<file path="config.mk">
export PLATFORM = sky130hd
export DESIGN_NAME = dual_timer_counter_regs
export DESIGN_NICKNAME = d
export VERILOG_FILES = /design/src/rtl/dtc_pkg.sv /design/src/rtl/dual_timer_counter_regs.sv /design/src/rtl/dtc_timer.sv
export SDC_FILE = /design/constraint.sdc
export NUM_CORES = 1
export LEC_CHECK = 0
export BUFFER_PORTS_ARGS = -buffer_cell sky130_fd_sc_hd__clkbuf_2
export CAP_MARGIN = 20
export CELL_PAD_IN_SITES_DETAIL_PLACEMENT = 2
export CELL_PAD_IN_SITES_GLOBAL_PLACEMENT = 2
export CORE_UTILIZATION = 39
export DETAILED_ROUTE_END_ITERATION = 8
export PLACE_DENSITY_LB_ADDON = 0.1
export SLEW_MARGIN = 20
export SYNTH_ARGS = -nofsm -noshare
export SYNTH_HDL_FRONTEND = slang
export SYNTH_SLANG_ARGS = --single-unit
export TNS_END_PERCENT = 50
</file>
<file path="constraint.sdc">
create_clock -name aclk -period 7.2 [get_ports aclk]
set_clock_uncertainty 0.1 [all_clocks]
set_input_delay 0.72 -clock aclk [delete_from_list [all_inputs] [get_ports aclk]]
set_output_delay 0.72 -clock aclk [all_outputs]
set_load 0.02 [all_outputs]
</file>
<file path="src/rtl/dtc_pkg.sv">
// ----------------------------------------------------------------------------
// dtc_pkg - shared definitions for the dual timer/counter register block
// Item kinds, word register indexes, reset values and the per-timer
// control bundle.
// ----------------------------------------------------------------------------
package dtc_pkg;

    // Width of one timer count and limit
    localparam int COUNT_BITS_DEFAULT = 28;

    // Item kinds carried on the input channel
    localparam logic [1:0] MODE_READ  = 2'd0;
    localparam logic [1:0] MODE_WRITE = 2'd1;
    localparam logic [1:0] MODE_TICK  = 2'd2;

    // Word register indexes
    localparam logic [2:0] REG_LIMIT0    = 3'd0;
    localparam logic [2:0] REG_LIMIT1    = 3'd1;
    localparam logic [2:0] REG_COUNT0    = 3'd2;
    localparam logic [2:0] REG_COUNT1    = 3'd3;
    localparam logic [2:0] REG_CONTROL   = 3'd4;
    localparam logic [2:0] REG_INTERRUPT = 3'd5;
    localparam logic [2:0] REG_DIVIDER   = 3'd6;

    // Configuration port register index (from paddr[2])
    localparam logic CFG_CLOCK_DIVIDER = 1'b0;

    localparam logic [15:0] DIVIDER_RESET = 16'd1;

    // Per-timer command for one processed item
    typedef struct packed {
        logic step;          // divided step happens on this item
        logic enabled;       // timer enable bit
        logic counter_mode;  // wrap at limit instead of holding
        logic restart;       // enable rising edge: load zero
        logic limit_we;      // load the limit register
    } timer_ctl_t;

endpackage

</file>
<file path="src/rtl/dual_timer_counter_regs.sv">
// ----------------------------------------------------------------------------
// dual_timer_counter_regs - two-timer peripheral with word register access
// Items are register reads, register writes or base clock ticks; each item
// gives one result with the read value and the interrupt line.
// ----------------------------------------------------------------------------
// Path: an accepted item waits in the input register, then one pass of register
//   decode and timer update writes its result into the result register.
// Throughput: one item per cycle while results are taken; the input register
//   and the result register each advance whenever the next stage frees, so a
//   stalled result costs no more than the items already held.
// Reset: synchronous on aresetn low; all timer state clears, the divider loads 1.
// ----------------------------------------------------------------------------
module dual_timer_counter_regs #(
    parameter int COUNT_BITS = dtc_pkg::COUNT_BITS_DEFAULT
) (
    input  logic        aclk,
    input  logic        aresetn,
    // input items
    input  logic        s_tvalid,
    output logic        s_tready,
    input  logic [39:0] s_tdata,   // [2:0] reg_index, [34:3] write_data, rest zero
    input  logic [1:0]  s_tuser,   // [1:0] mode
    // results
    output logic        m_tvalid,
    input  logic        m_tready,
    output logic [39:0] m_tdata,   // [31:0] read_data, [32] interrupt_line, rest zero
    // configuration
    input  logic        psel,
    input  logic        penable,
    input  logic        pwrite,
    input  logic [2:0]  paddr,
    input  logic [31:0] pwdata,
    output logic [31:0] prdata,
    output logic        pready
);

    // Bit position of the value field inside limit and count words
    localparam int SHIFT = 32 - COUNT_BITS;

    // ---------------- input register ----------------
    logic        in_valid_reg;
    logic [1:0]  in_mode_reg;
    logic [2:0]  in_idx_reg;
    logic [31:0] in_wdata_reg;

    // ---------------- result register ----------------
    logic        out_valid_reg;
    logic [31:0] out_rdata_reg, rdata_next;
    logic        out_irq_reg, irq_next;

    // ---------------- block state ----------------
    logic [3:0]  control_reg, control_next;
    logic [1:0]  irq_en_reg, irq_en_next;
    logic [1:0]  pend_reg, pend_next, pend_cmd;
    logic [15:0] prescale_reg, prescale_next;
    logic [15:0] div_reg, div_next;
    logic [15:0] div_eff;

    logic        advance;
    logic        process;
    logic        cfg_write;

    dtc_pkg::timer_ctl_t   ctl0, ctl1;
    logic [COUNT_BITS-1:0] count0, count1, limit0, limit1, limit_wdata;
    logic [31:0]           wdata_shifted;
    logic                  fire0, fire1;

    // Free the result register when it is empty or being taken
    assign advance  = !out_valid_reg || m_tready;
    assign process  = in_valid_reg && advance;
    assign s_tready = !in_valid_reg || advance;

    assign pready    = 1'b1;
    assign cfg_write = psel && penable && pwrite && pready;
    assign prdata    = (paddr[2] == dtc_pkg::CFG_CLOCK_DIVIDER) ? {16'b0, div_reg} : 32'b0;

    // Limit value sits in the upper bits of the written word
    assign wdata_shifted = in_wdata_reg >> SHIFT;
    assign limit_wdata   = wdata_shifted[COUNT_BITS-1:0];
    assign div_eff       = (div_reg == 16'd0) ? 16'd1 : div_reg;

    dtc_timer #(.COUNT_BITS(COUNT_BITS)) u_timer0 (
        .aclk        (aclk),
        .aresetn     (aresetn),
        .ctl         (ctl0),
        .limit_wdata (limit_wdata),
        .count       (count0),
        .limit       (limit0),
        .fire        (fire0)
    );

    dtc_timer #(.COUNT_BITS(COUNT_BITS)) u_timer1 (
        .aclk        (aclk),
        .aresetn     (aresetn),
        .ctl         (ctl1),
        .limit_wdata (limit_wdata),
        .count       (count1),
        .limit       (limit1),
        .fire        (fire1)
    );

    // Decode the held item and form the next state
    always_comb begin
        control_next  = control_reg;
        irq_en_next   = irq_en_reg;
        pend_cmd      = pend_reg;
        prescale_next = prescale_reg;
        div_next      = div_reg;
        rdata_next    = 32'b0;
        ctl0          = '0;
        ctl1          = '0;
        // Control bits: [3] timer0 enable, [2] timer0 counter mode,
        // [1] timer1 enable, [0] timer1 counter mode
        ctl0.enabled      = control_reg[3];
        ctl0.counter_mode = control_reg[2];
        ctl1.enabled      = control_reg[1];
        ctl1.counter_mode = control_reg[0];

        // Users must keep the stream side idle for configuration writes; unenforced
        if (cfg_write && paddr[2] == dtc_pkg::CFG_CLOCK_DIVIDER) begin
            div_next = pwdata[15:0];
        end

        if (process) begin
            case (in_mode_reg)
                dtc_pkg::MODE_READ: begin
                    case (in_idx_reg)
                        dtc_pkg::REG_LIMIT0:    rdata_next = 32'(limit0) << SHIFT;
                        dtc_pkg::REG_LIMIT1:    rdata_next = 32'(limit1) << SHIFT;
                        dtc_pkg::REG_COUNT0:    rdata_next = 32'(count0) << SHIFT;
                        dtc_pkg::REG_COUNT1:    rdata_next = 32'(count1) << SHIFT;
                        dtc_pkg::REG_CONTROL:   rdata_next = {control_reg, 28'b0};
                        dtc_pkg::REG_INTERRUPT: rdata_next = {irq_en_reg, pend_reg, 28'b0};
                        dtc_pkg::REG_DIVIDER:   rdata_next = {div_reg, 16'b0};
                        default:                rdata_next = 32'b0;
                    endcase
                end
                dtc_pkg::MODE_WRITE: begin
                    case (in_idx_reg)
                        dtc_pkg::REG_LIMIT0: ctl0.limit_we = 1'b1;
                        dtc_pkg::REG_LIMIT1: ctl1.limit_we = 1'b1;
                        dtc_pkg::REG_CONTROL: begin
                            // Restart a timer on the rising edge of its enable
                            ctl0.restart = !control_reg[3] && in_wdata_reg[31];
                            ctl1.restart = !control_reg[1] && in_wdata_reg[29];
                            control_next = in_wdata_reg[31:28];
                        end
                        dtc_pkg::REG_INTERRUPT: begin
                            irq_en_next = in_wdata_reg[31:30];
                            // Write one to clear a pending flag
                            pend_cmd    = pend_reg & ~in_wdata_reg[29:28];
                        end
                        dtc_pkg::REG_DIVIDER: div_next = in_wdata_reg[31:16];
                        default: ;
                    endcase
                end
                dtc_pkg::MODE_TICK: begin
                    if (({1'b0, prescale_reg} + 17'd1) >= {1'b0, div_eff}) begin
                        prescale_next = 16'd0;
                        ctl0.step     = 1'b1;
                        ctl1.step     = 1'b1;
                    end else begin
                        prescale_next = prescale_reg + 16'd1;
                    end
                end
                default: ;
            endcase
        end
    end

    // Pending bits: [1] timer0, [0] timer1
    assign pend_next = pend_cmd | {fire0, fire1};
    assign irq_next  = |(pend_next & irq_en_next);

    always_ff @(posedge aclk) begin
        if (!aresetn) begin
            in_valid_reg  <= 1'b0;
            out_valid_reg <= 1'b0;
            control_reg   <= 4'b0;
            irq_en_reg    <= 2'b0;
            pend_reg      <= 2'b0;
            prescale_reg  <= 16'd0;
            div_reg       <= dtc_pkg::DIVIDER_RESET;
        end else begin
            if (s_tready) begin
                in_valid_reg <= s_tvalid;
            end
            if (advance) begin
                out_valid_reg <= in_valid_reg;
            end
            control_reg  <= control_next;
            irq_en_reg   <= irq_en_next;
            pend_reg     <= pend_next;
            prescale_reg <= prescale_next;
            div_reg      <= div_next;
        end
    end

    // Payload registers: capture on accept, update on process
    always_ff @(posedge aclk) begin
        if (s_tvalid && s_tready) begin
            in_mode_reg  <= s_tuser;
            in_idx_reg   <= s_tdata[2:0];
            in_wdata_reg <= s_tdata[34:3];
        end
        if (process) begin
            out_rdata_reg <= rdata_next;
            out_irq_reg   <= irq_next;
        end
    end

    assign m_tvalid = out_valid_reg;
    assign m_tdata  = {7'b0, out_irq_reg, out_rdata_reg};

    // ---------------- assertions ----------------

    // A held result carries the interrupt of the current state
    a_irq_matches_state: assert property (@(posedge aclk) disable iff (!aresetn)
        out_valid_reg |-> (out_irq_reg == |(pend_reg & irq_en_reg)))
        else $error("result interrupt does not match pending and enable state");

    // A disabled timer0 holds its count through a tick
    a_disabled_holds: assert property (@(posedge aclk) disable iff (!aresetn)
        (process && in_mode_reg == dtc_pkg::MODE_TICK && !control_reg[3])
        |=> $stable(count0))
        else $error("disabled timer0 changed its count");

    // A stalled input item is neither lost nor overwritten
    a_input_held: assert property (@(posedge aclk) disable iff (!aresetn)
        (in_valid_reg && !advance) |=> (in_valid_reg && $stable(in_idx_reg)
                                        && $stable(in_mode_reg)))
        else $error("stalled input item was dropped or overwritten");

    // Pending only rises on a tick
    a_pend_rise_on_tick: assert property (@(posedge aclk) disable iff (!aresetn)
        ((pend_next & ~pend_reg) != 2'b0) |-> (process && in_mode_reg == dtc_pkg::MODE_TICK))
        else $error("pending flag set outside a tick");

endmodule

</file>
<file path="src/rtl/dtc_timer.sv">
// ----------------------------------------------------------------------------
// dtc_timer - one timer channel
// Holds the limit and count of one timer and applies one divided step,
// a restart or a limit load per processed item.
// ----------------------------------------------------------------------------
module dtc_timer #(
    parameter int COUNT_BITS = dtc_pkg::COUNT_BITS_DEFAULT
) (
    input  logic                   aclk,
    input  logic                   aresetn,
    input  dtc_pkg::timer_ctl_t    ctl,
    input  logic [COUNT_BITS-1:0]  limit_wdata,
    output logic [COUNT_BITS-1:0]  count,
    output logic [COUNT_BITS-1:0]  limit,
    output logic                   fire
);

    logic [COUNT_BITS-1:0] count_reg, count_next;
    logic [COUNT_BITS-1:0] limit_reg, limit_next;
    logic [COUNT_BITS-1:0] count_inc;
    logic                  held;

    always_comb begin
        count_inc  = count_reg + 1'b1;
        held       = !ctl.counter_mode && (count_reg == limit_reg);
        limit_next = ctl.limit_we ? limit_wdata : limit_reg;
        count_next = count_reg;
        fire       = 1'b0;
        if (ctl.restart) begin
            count_next = '0;
        end else if (ctl.step && ctl.enabled && !held) begin
            if (count_inc == limit_reg) begin
                fire       = 1'b1;
                count_next = ctl.counter_mode ? '0 : count_inc;
            end else begin
                count_next = count_inc;
            end
        end
    end

    always_ff @(posedge aclk) begin
        if (!aresetn) begin
            count_reg <= '0;
            limit_reg <= '0;
        end else begin
            count_reg <= count_next;
            limit_reg <= limit_next;
        end
    end

    assign count = count_reg;
    assign limit = limit_reg;

endmodule

</file>
# [Yosys cells after proc, flatten, opt, wreduce, memory -nomap -nowiden]
# Index checks and enable logic that the tools add are counted.
[totals] ff_bits=224 latch_bits=0 mem_bits_rw=0 romBits=0 inputBits=84 output_inout_bits=75 word_cells=105 n_memories=0
[op_classes] add_sub_neg=4 n_mul=0 div_mod_pow=0 n_lt_le_gt_ge=1 n_eq_ne=12 shifts=0 mux=35 bitwise=6 n_reduce_logical=31
[op_table] op="$pmux 32 s7" n=1
[op_table] op="$eq 28x28->1" n=4
[op_table] op="$mux 16" n=7
[op_table] op="$mux 28" n=4
[op_table] op="$add 28x1->28 const B" n=2
[op_table] op="$mux 2" n=10
[op_table] op="$add 16x1->17 const B" n=1
[op_table] op="$ge 17x16->1" n=1
[op_table] op="$add 16x1->16 const B" n=1
[op_table] op="$logic_not 16->1" n=1
[op_table] op="$logic_and 1x1->1" n=13
[op_table] op="$mux 1" n=13
[op_table] op="$eq 3x3->1 const B" n=3
[op_table] op="$logic_not 1->1" n=8
[op_table] op="$eq 3x2->1 const B" n=2
[op_table] op="$reduce_or 2->1" n=3
[op_table] op="$and 2x2->2" n=2
[op_table] op="$eq 3x1->1 const B" n=1
[op_table] op="$logic_not 3->1" n=1
[op_table] op="$reduce_and 3->1" n=1
[op_table] op="$eq 2x1->1 const B" n=1
[op_table] op="$eq 2x2->1 const B" n=1
[op_table] op="$logic_not 2->1" n=1
[op_table] op="$logic_or 1x1->1" n=2
[op_table] op="other kinds (4)" n=5

# [Longest topological paths before layout]
[logic_depth] ltp_word=13 mapped_depth=17 ltp_nobuf=14

# [Cells and area by module]
# From an unflattened synthesis, not the netlist that was laid out.
[unflattened] cells_unflattened=1370 hier_area_um2=12948.7
[modules_own_cells] module="dtc_timer" n_inst=2 cells_each=395 area_each_um2=3548.4 seq_area_each_um2=1121.1
[modules_own_cells] module="dual_timer_counter_regs" n_inst=1 cells_each=580 area_each_um2=5851.9 seq_area_each_um2=2702.6

# [Worst setup path after synthesis]
# Ideal clock, no wire load.
[synth_path] path_kind="input -> register" from="input port m_tready" to="register u_timer1.count_reg[10], in the netlist u_timer1.count[10]" setup_time_ns=0.136 t_arrival_ns=4.122 slack_ns=2.842 path_stages=10 path_buffers=2 cell_sequence="nor2b_1 > nor2b_1 > and3b_1 > clkbuf_1 > nand2_1 > nor3_1 > nand3b_1 > nand2_1 > clkbuf_1 > nor3_1"
[synth_between] elab_chain_len=5
[synth_lines] item="from (decl)" line_no="dual_timer_counter_regs.sv:25" rtl="input logic m_tready,"
[synth_lines] item="$logic_or 1x1->1 (*)" line_no="dual_timer_counter_regs.sv:69" rtl="assign advance = !out_valid_reg || m_tready;"
[synth_lines] item="$logic_and 1x1->1 (*)" line_no="dual_timer_counter_regs.sv:70" rtl="assign process = in_valid_reg && advance;"
[synth_lines] item="via process" line_no="dual_timer_counter_regs.sv:60" rtl="logic process;"
[synth_lines] item="$mux 1" line_no="dual_timer_counter_regs.sv:124" rtl="if (process) begin"
[synth_lines] item="$logic_and 1x1->1 (2 in a row)" line_no="dtc_timer.sv:31" rtl="end else if (ctl.step && ctl.enabled && !held) begin"
[synth_lines] item="to (signal assigned)" line_no="dtc_timer.sv:46" rtl="count_reg <= count_next;"
[synth_lines] item="to (decl)" line_no="dtc_timer.sv:18" rtl="logic [COUNT_BITS-1:0] count_reg, count_next;"
# The timed path passes the listed nets; every way through them passes the cells marked *.
# A chain may end at the register's enable or synchronous reset.

# [Worst setup path after layout]
[layout_path] from="register prescale_reg[2]" to="register u_timer0.count_reg[11], in the netlist u_timer0.count[11]"
[layout_between] elab_chain_len=7
[layout_lines] item="from (decl)" line_no="dual_timer_counter_regs.sv:55" rtl="logic [15:0] prescale_reg, prescale_next;"
[layout_lines] item="from (signal assigned)" line_no="dual_timer_counter_regs.sv:194" rtl="prescale_reg <= prescale_next;"
[layout_lines] item="$add 16x1->17" line_no="dual_timer_counter_regs.sv:158" rtl="if (({1'b0, prescale_reg} + 17'd1) >= {1'b0, div_eff}) begin"
[layout_lines] item="$ge 17x16->1" line_no="dual_timer_counter_regs.sv:158"
[layout_lines] item="$mux 1" line_no="dual_timer_counter_regs.sv:158"
[layout_lines] item="$mux 1" line_no="dual_timer_counter_regs.sv:125" rtl="case (in_mode_reg)"
[layout_lines] item="$mux 1" line_no="dual_timer_counter_regs.sv:124"
[layout_lines] item="$logic_and 1x1->1 (2 in a row)" line_no="dtc_timer.sv:31"
[layout_lines] item="to (signal assigned)" line_no="dtc_timer.sv:46"
[layout_lines] item="to (decl)" line_no="dtc_timer.sv:18"
# No other way between the ends.

==> out/qor.txt <==
outcome - completed
met1 layer usage reported by global route - 34.0%
Slew @ Worst Pin - 1.15 ns
Top Ports - 159
top cells by area, synth - sky130_fd_sc_hd__dfxtp_1, sky130_fd_sc_hd__edfxtp_1, sky130_fd_sc_hd__xor2_1, sky130_fd_sc_hd__mux2i_1, sky130_fd_sc_hd__nand2_1
met3 usage - 3.76%
postcts setup bufs - 0
height of the die - 184 microns
number of flops mapped to enable cells by yosys - 62
portion of netlist area occupied by mux cells - 7.27%
largest fanout of any net on the critical path - 30
FFs w/ async S/R, synth - 0%
standard-cell rows - 66
final critical-path share of the clock period - 74.8%
part of the Yosys area used for sequential elements - 38.4%
Final Net Count - 1595
global routing usage summed across all routing layers - 27.5%
Total Neg Setup Slack - 0 ns
final-report setup violation count - 0
Post-Route Utilization - 44.1%
data required time at the worst endpoint - 7.47 ns
clock buffer count from CTS - 27
count of port buffers added during placement - 103
share of synthesized cell area in full adder, half adder and majority cells - 1.85%
antenna violations before repair - 0
number of detailed-route iterations in the first pass - 5
Die W - 184 microns
synthesized area per cell - 8.80 sq um
Post-Route WL - 46100 microns
overall power consumption - 2.88 mW
peak supply drop - 0.187 mV
later-pin clock latency in the skew report - 0.56 ns
antenna-violating nets left - 0
met2 demand-to-capacity share in global routing - 49.1%
kind of path behind the tightest hold check - input port to register
TritonCTS clock tree - built
PostCTS Resize Cnt - 0
sum of buffers and inverters on the critical path - 1
flip-flop and latch count after synthesis - 216
last weighted congestion value of the routability-driven placer - 0.861
Vias - 11100
type of the worst setup path - register to register
pin count of the biggest net entering global routing - 60
number of warnings issued by yosys - 0
area of the placeable core - 0.0325 sq mm
worst max-slew margin expressed relative to the limit - 23.6%
chain of cells forming the critical path - and3_1, and3_1, and3_1, nand3_1, nor2_1, xor2_1, ha_1, nand3_1, or3_1, o2111ai_1, and4_1, buf_4, and4_1, nor3_1
Leak - 5.66 nW
average wire per standard cell - 23.6 microns
areal power density over the cells - 201 mW/mm^2
data arrival time of the critical path - 5.66 ns
wire length of the first global-routing pass - 71100 microns
post-layout minimum cycle time - 5.39 ns
Yosys top cell area share - 23.9%
Diodes inserted - 0
buffer cell driving the clock tree root - sky130_fd_sc_hd__clkbuf_16
cells after synthesis - 1463
Max Fclk - 0.186 GHz
largest family of logic cells by synthesized area - simple AND/OR/NAND/NOR gates
number of design rule violations left after detail routing - 0
H-tree depth reported by CTS - 1
number of global-route vias before repair - 11900
largest area contributor in the netlist - sky130_fd_sc_hd__dfxtp_1
netlist area before placement - 0.0129 sq mm
clock-pin slew reported for the worst setup and hold paths after clock tree synthesis - 0.06 ns
cell class contributing the biggest share of worst-path delay - simple AND/OR/NAND/NOR gates
number of maximum-capacitance constraint violations - 0
critical-path cell with the highest stage delay - sky130_fd_sc_hd__and4_1
number of endpoints with negative hold slack in the final report - 0
gr ovfl total - 0
Area growth syn-to-layout - 11.4%
synthesized-area fraction occupied by xor and xnor cells - 10.5%
# clock sinks - 216
Netlist cell types - 75
top_reg_cell synth - sky130_fd_sc_hd__dfxtp_1
slowest cell delay on critical path - 0.98 ns
Via-to-Cell Ratio - 5.67
Compound-Gate Fraction of Synth Area - 11.8%
Longest Clk Path Bufs - 3
layer with the highest usage - met2
simple-gate share of the synthesized area - 23.6%
crit-path most repeated cell - sky130_fd_sc_hd__and3_1
fraction of layout cells with a size suffix above 1 - 13.7%
die area - 0.0338 sq mm
startpoint kind of the worst setup timing path - register
crit path capture type - register
Initial Utilization - 39.6%
setup repair after global routing missed its margin - false
DRC marker count from the first detailed-route iteration - 568
fin. max-slew vios - 0
Post-CTS Hold Fix Bufs - 0
Detailed Place HPWL - 34000 microns
[cells in the mapped netlist (16+ instances only)]
master and number:
sky130_fd_sc_hd__nand4_1 42, sky130_fd_sc_hd__o21ai_0 31, sky130_fd_sc_hd__nor3_1 74, sky130_fd_sc_hd__nand3_1 36, sky130_fd_sc_hd__nor4_1 16, sky130_fd_sc_hd__mux2i_1 71
sky130_fd_sc_hd__edfxtp_1 62, sky130_fd_sc_hd__clkbuf_1 77, sky130_fd_sc_hd__o211a_1 17, sky130_fd_sc_hd__a22oi_1 18, sky130_fd_sc_hd__nor2b_1 57, sky130_fd_sc_hd__a21oi_1 58
sky130_fd_sc_hd__mux2_2 16, sky130_fd_sc_hd__xnor2_1 66, sky130_fd_sc_hd__buf_2 23, sky130_fd_sc_hd__buf_4 30, sky130_fd_sc_hd__a21boi_0 32, sky130_fd_sc_hd__nor2_1 112
sky130_fd_sc_hd__nand2_1 163, sky130_fd_sc_hd__ha_1 19, sky130_fd_sc_hd__inv_1 21, sky130_fd_sc_hd__xor2_1 86, sky130_fd_sc_hd__dfxtp_1 154
[final timing paths]
path,startpoint,end,slack (ns),cells after the start
setup / recovery,prescale_reg[2],u_timer0.count[11],1.81,14
hold / removal,s_tdata[29],in_wdata_reg[26],0.24,1
setup reg to reg,prescale_reg[2],u_timer0.count[11],1.81,14
hold reg to reg,u_timer1.limit[6],u_timer1.limit[6],0.41,2
[through the flow]
step                cells  setup WS [ns]  cell area [sq um]  hold WS, ns
floorplan            1489           2.84              13000        0.366
global placement     1905           1.85              13400        0.384
detailed placement   1905           1.85              13400        0.396
CTS                  1955           1.81              14300        0.210
global route         1955           1.41              14400        0.214
finish               1955           1.81              14400        0.236
[cells by family (layout without fill, tap and decap cells)]
| kind of cell | Yosys count | count (layout) |
|---|---|---|
| DFF | 216 | 216 |
| muxes | 89 | 89 |
| buffers and inverters | 168 | 192 |
| other | 2 | 28 |
| adders and majority gates | 19 | 19 |
| and+or+nand+nor | 595 | 595 |
| AOI/OAI and AO/OA | 221 | 221 |
| xor gates and xnor gates | 153 | 153 |
[cell type report]
type,count,area [sq um]
repair buffers,121,651
clock buffers,31,701
flip-flops and latches,216,4940
multi-input cells,1105,7220
inverters,21,78.8
fillers,3650,18200
clock inverters,19,210
well taps,442,553
[worst register-to-register path: cells and delay by family, from the launching register on]
family	cells	cell delay, ns
simple gates	10	3.20
fa+ha+maj	1	0.31
xor+xnor	1	0.16
compound gates	1	0.70
flops	1	0.41
buf+inv	1	0.31
[power breakdown]
group	switching, mW	total, mW	internal, mW
combinational	0.117	0.170	0.0529
sequential	0.0250	1.30	1.27
clock	0.568	1.41	0.842
[layer usage]
metal / up-vias / share of wire [%]
met4: 0 / 3.0
met2: 233 / 50
li1: 5160 / -
met5: - / 0
met1: 5621 / 44
met3: 71 / 3.9
[cells in the final DEF, fill, tap and decap left out, types with 13 or more instances in the layout]
cell                          n
sky130_fd_sc_hd__nand2_1    163
sky130_fd_sc_hd__dfxtp_1    154
sky130_fd_sc_hd__nor2_1     112
sky130_fd_sc_hd__clkbuf_2   103
sky130_fd_sc_hd__xor2_1      86
sky130_fd_sc_hd__nor3_1      74
sky130_fd_sc_hd__mux2i_1     71
sky130_fd_sc_hd__xnor2_1     66
sky130_fd_sc_hd__edfxtp_1    62
sky130_fd_sc_hd__a21oi_1     58
sky130_fd_sc_hd__nor2b_1     56
sky130_fd_sc_hd__nand4_1     42
sky130_fd_sc_hd__nand3_1     35
sky130_fd_sc_hd__a21boi_0    32
sky130_fd_sc_hd__o21ai_0     31
sky130_fd_sc_hd__conb_1      28
sky130_fd_sc_hd__clkbuf_16   27
sky130_fd_sc_hd__inv_1       21
sky130_fd_sc_hd__ha_1        19
sky130_fd_sc_hd__a22oi_1     18
sky130_fd_sc_hd__buf_4       18
sky130_fd_sc_hd__o211a_1     17
sky130_fd_sc_hd__nor4_1      16
sky130_fd_sc_hd__mux2_2      16
sky130_fd_sc_hd__and4_1      13
sky130_fd_sc_hd__and2_1      13
No activity file was read; power rests on OpenSTA's default activity.
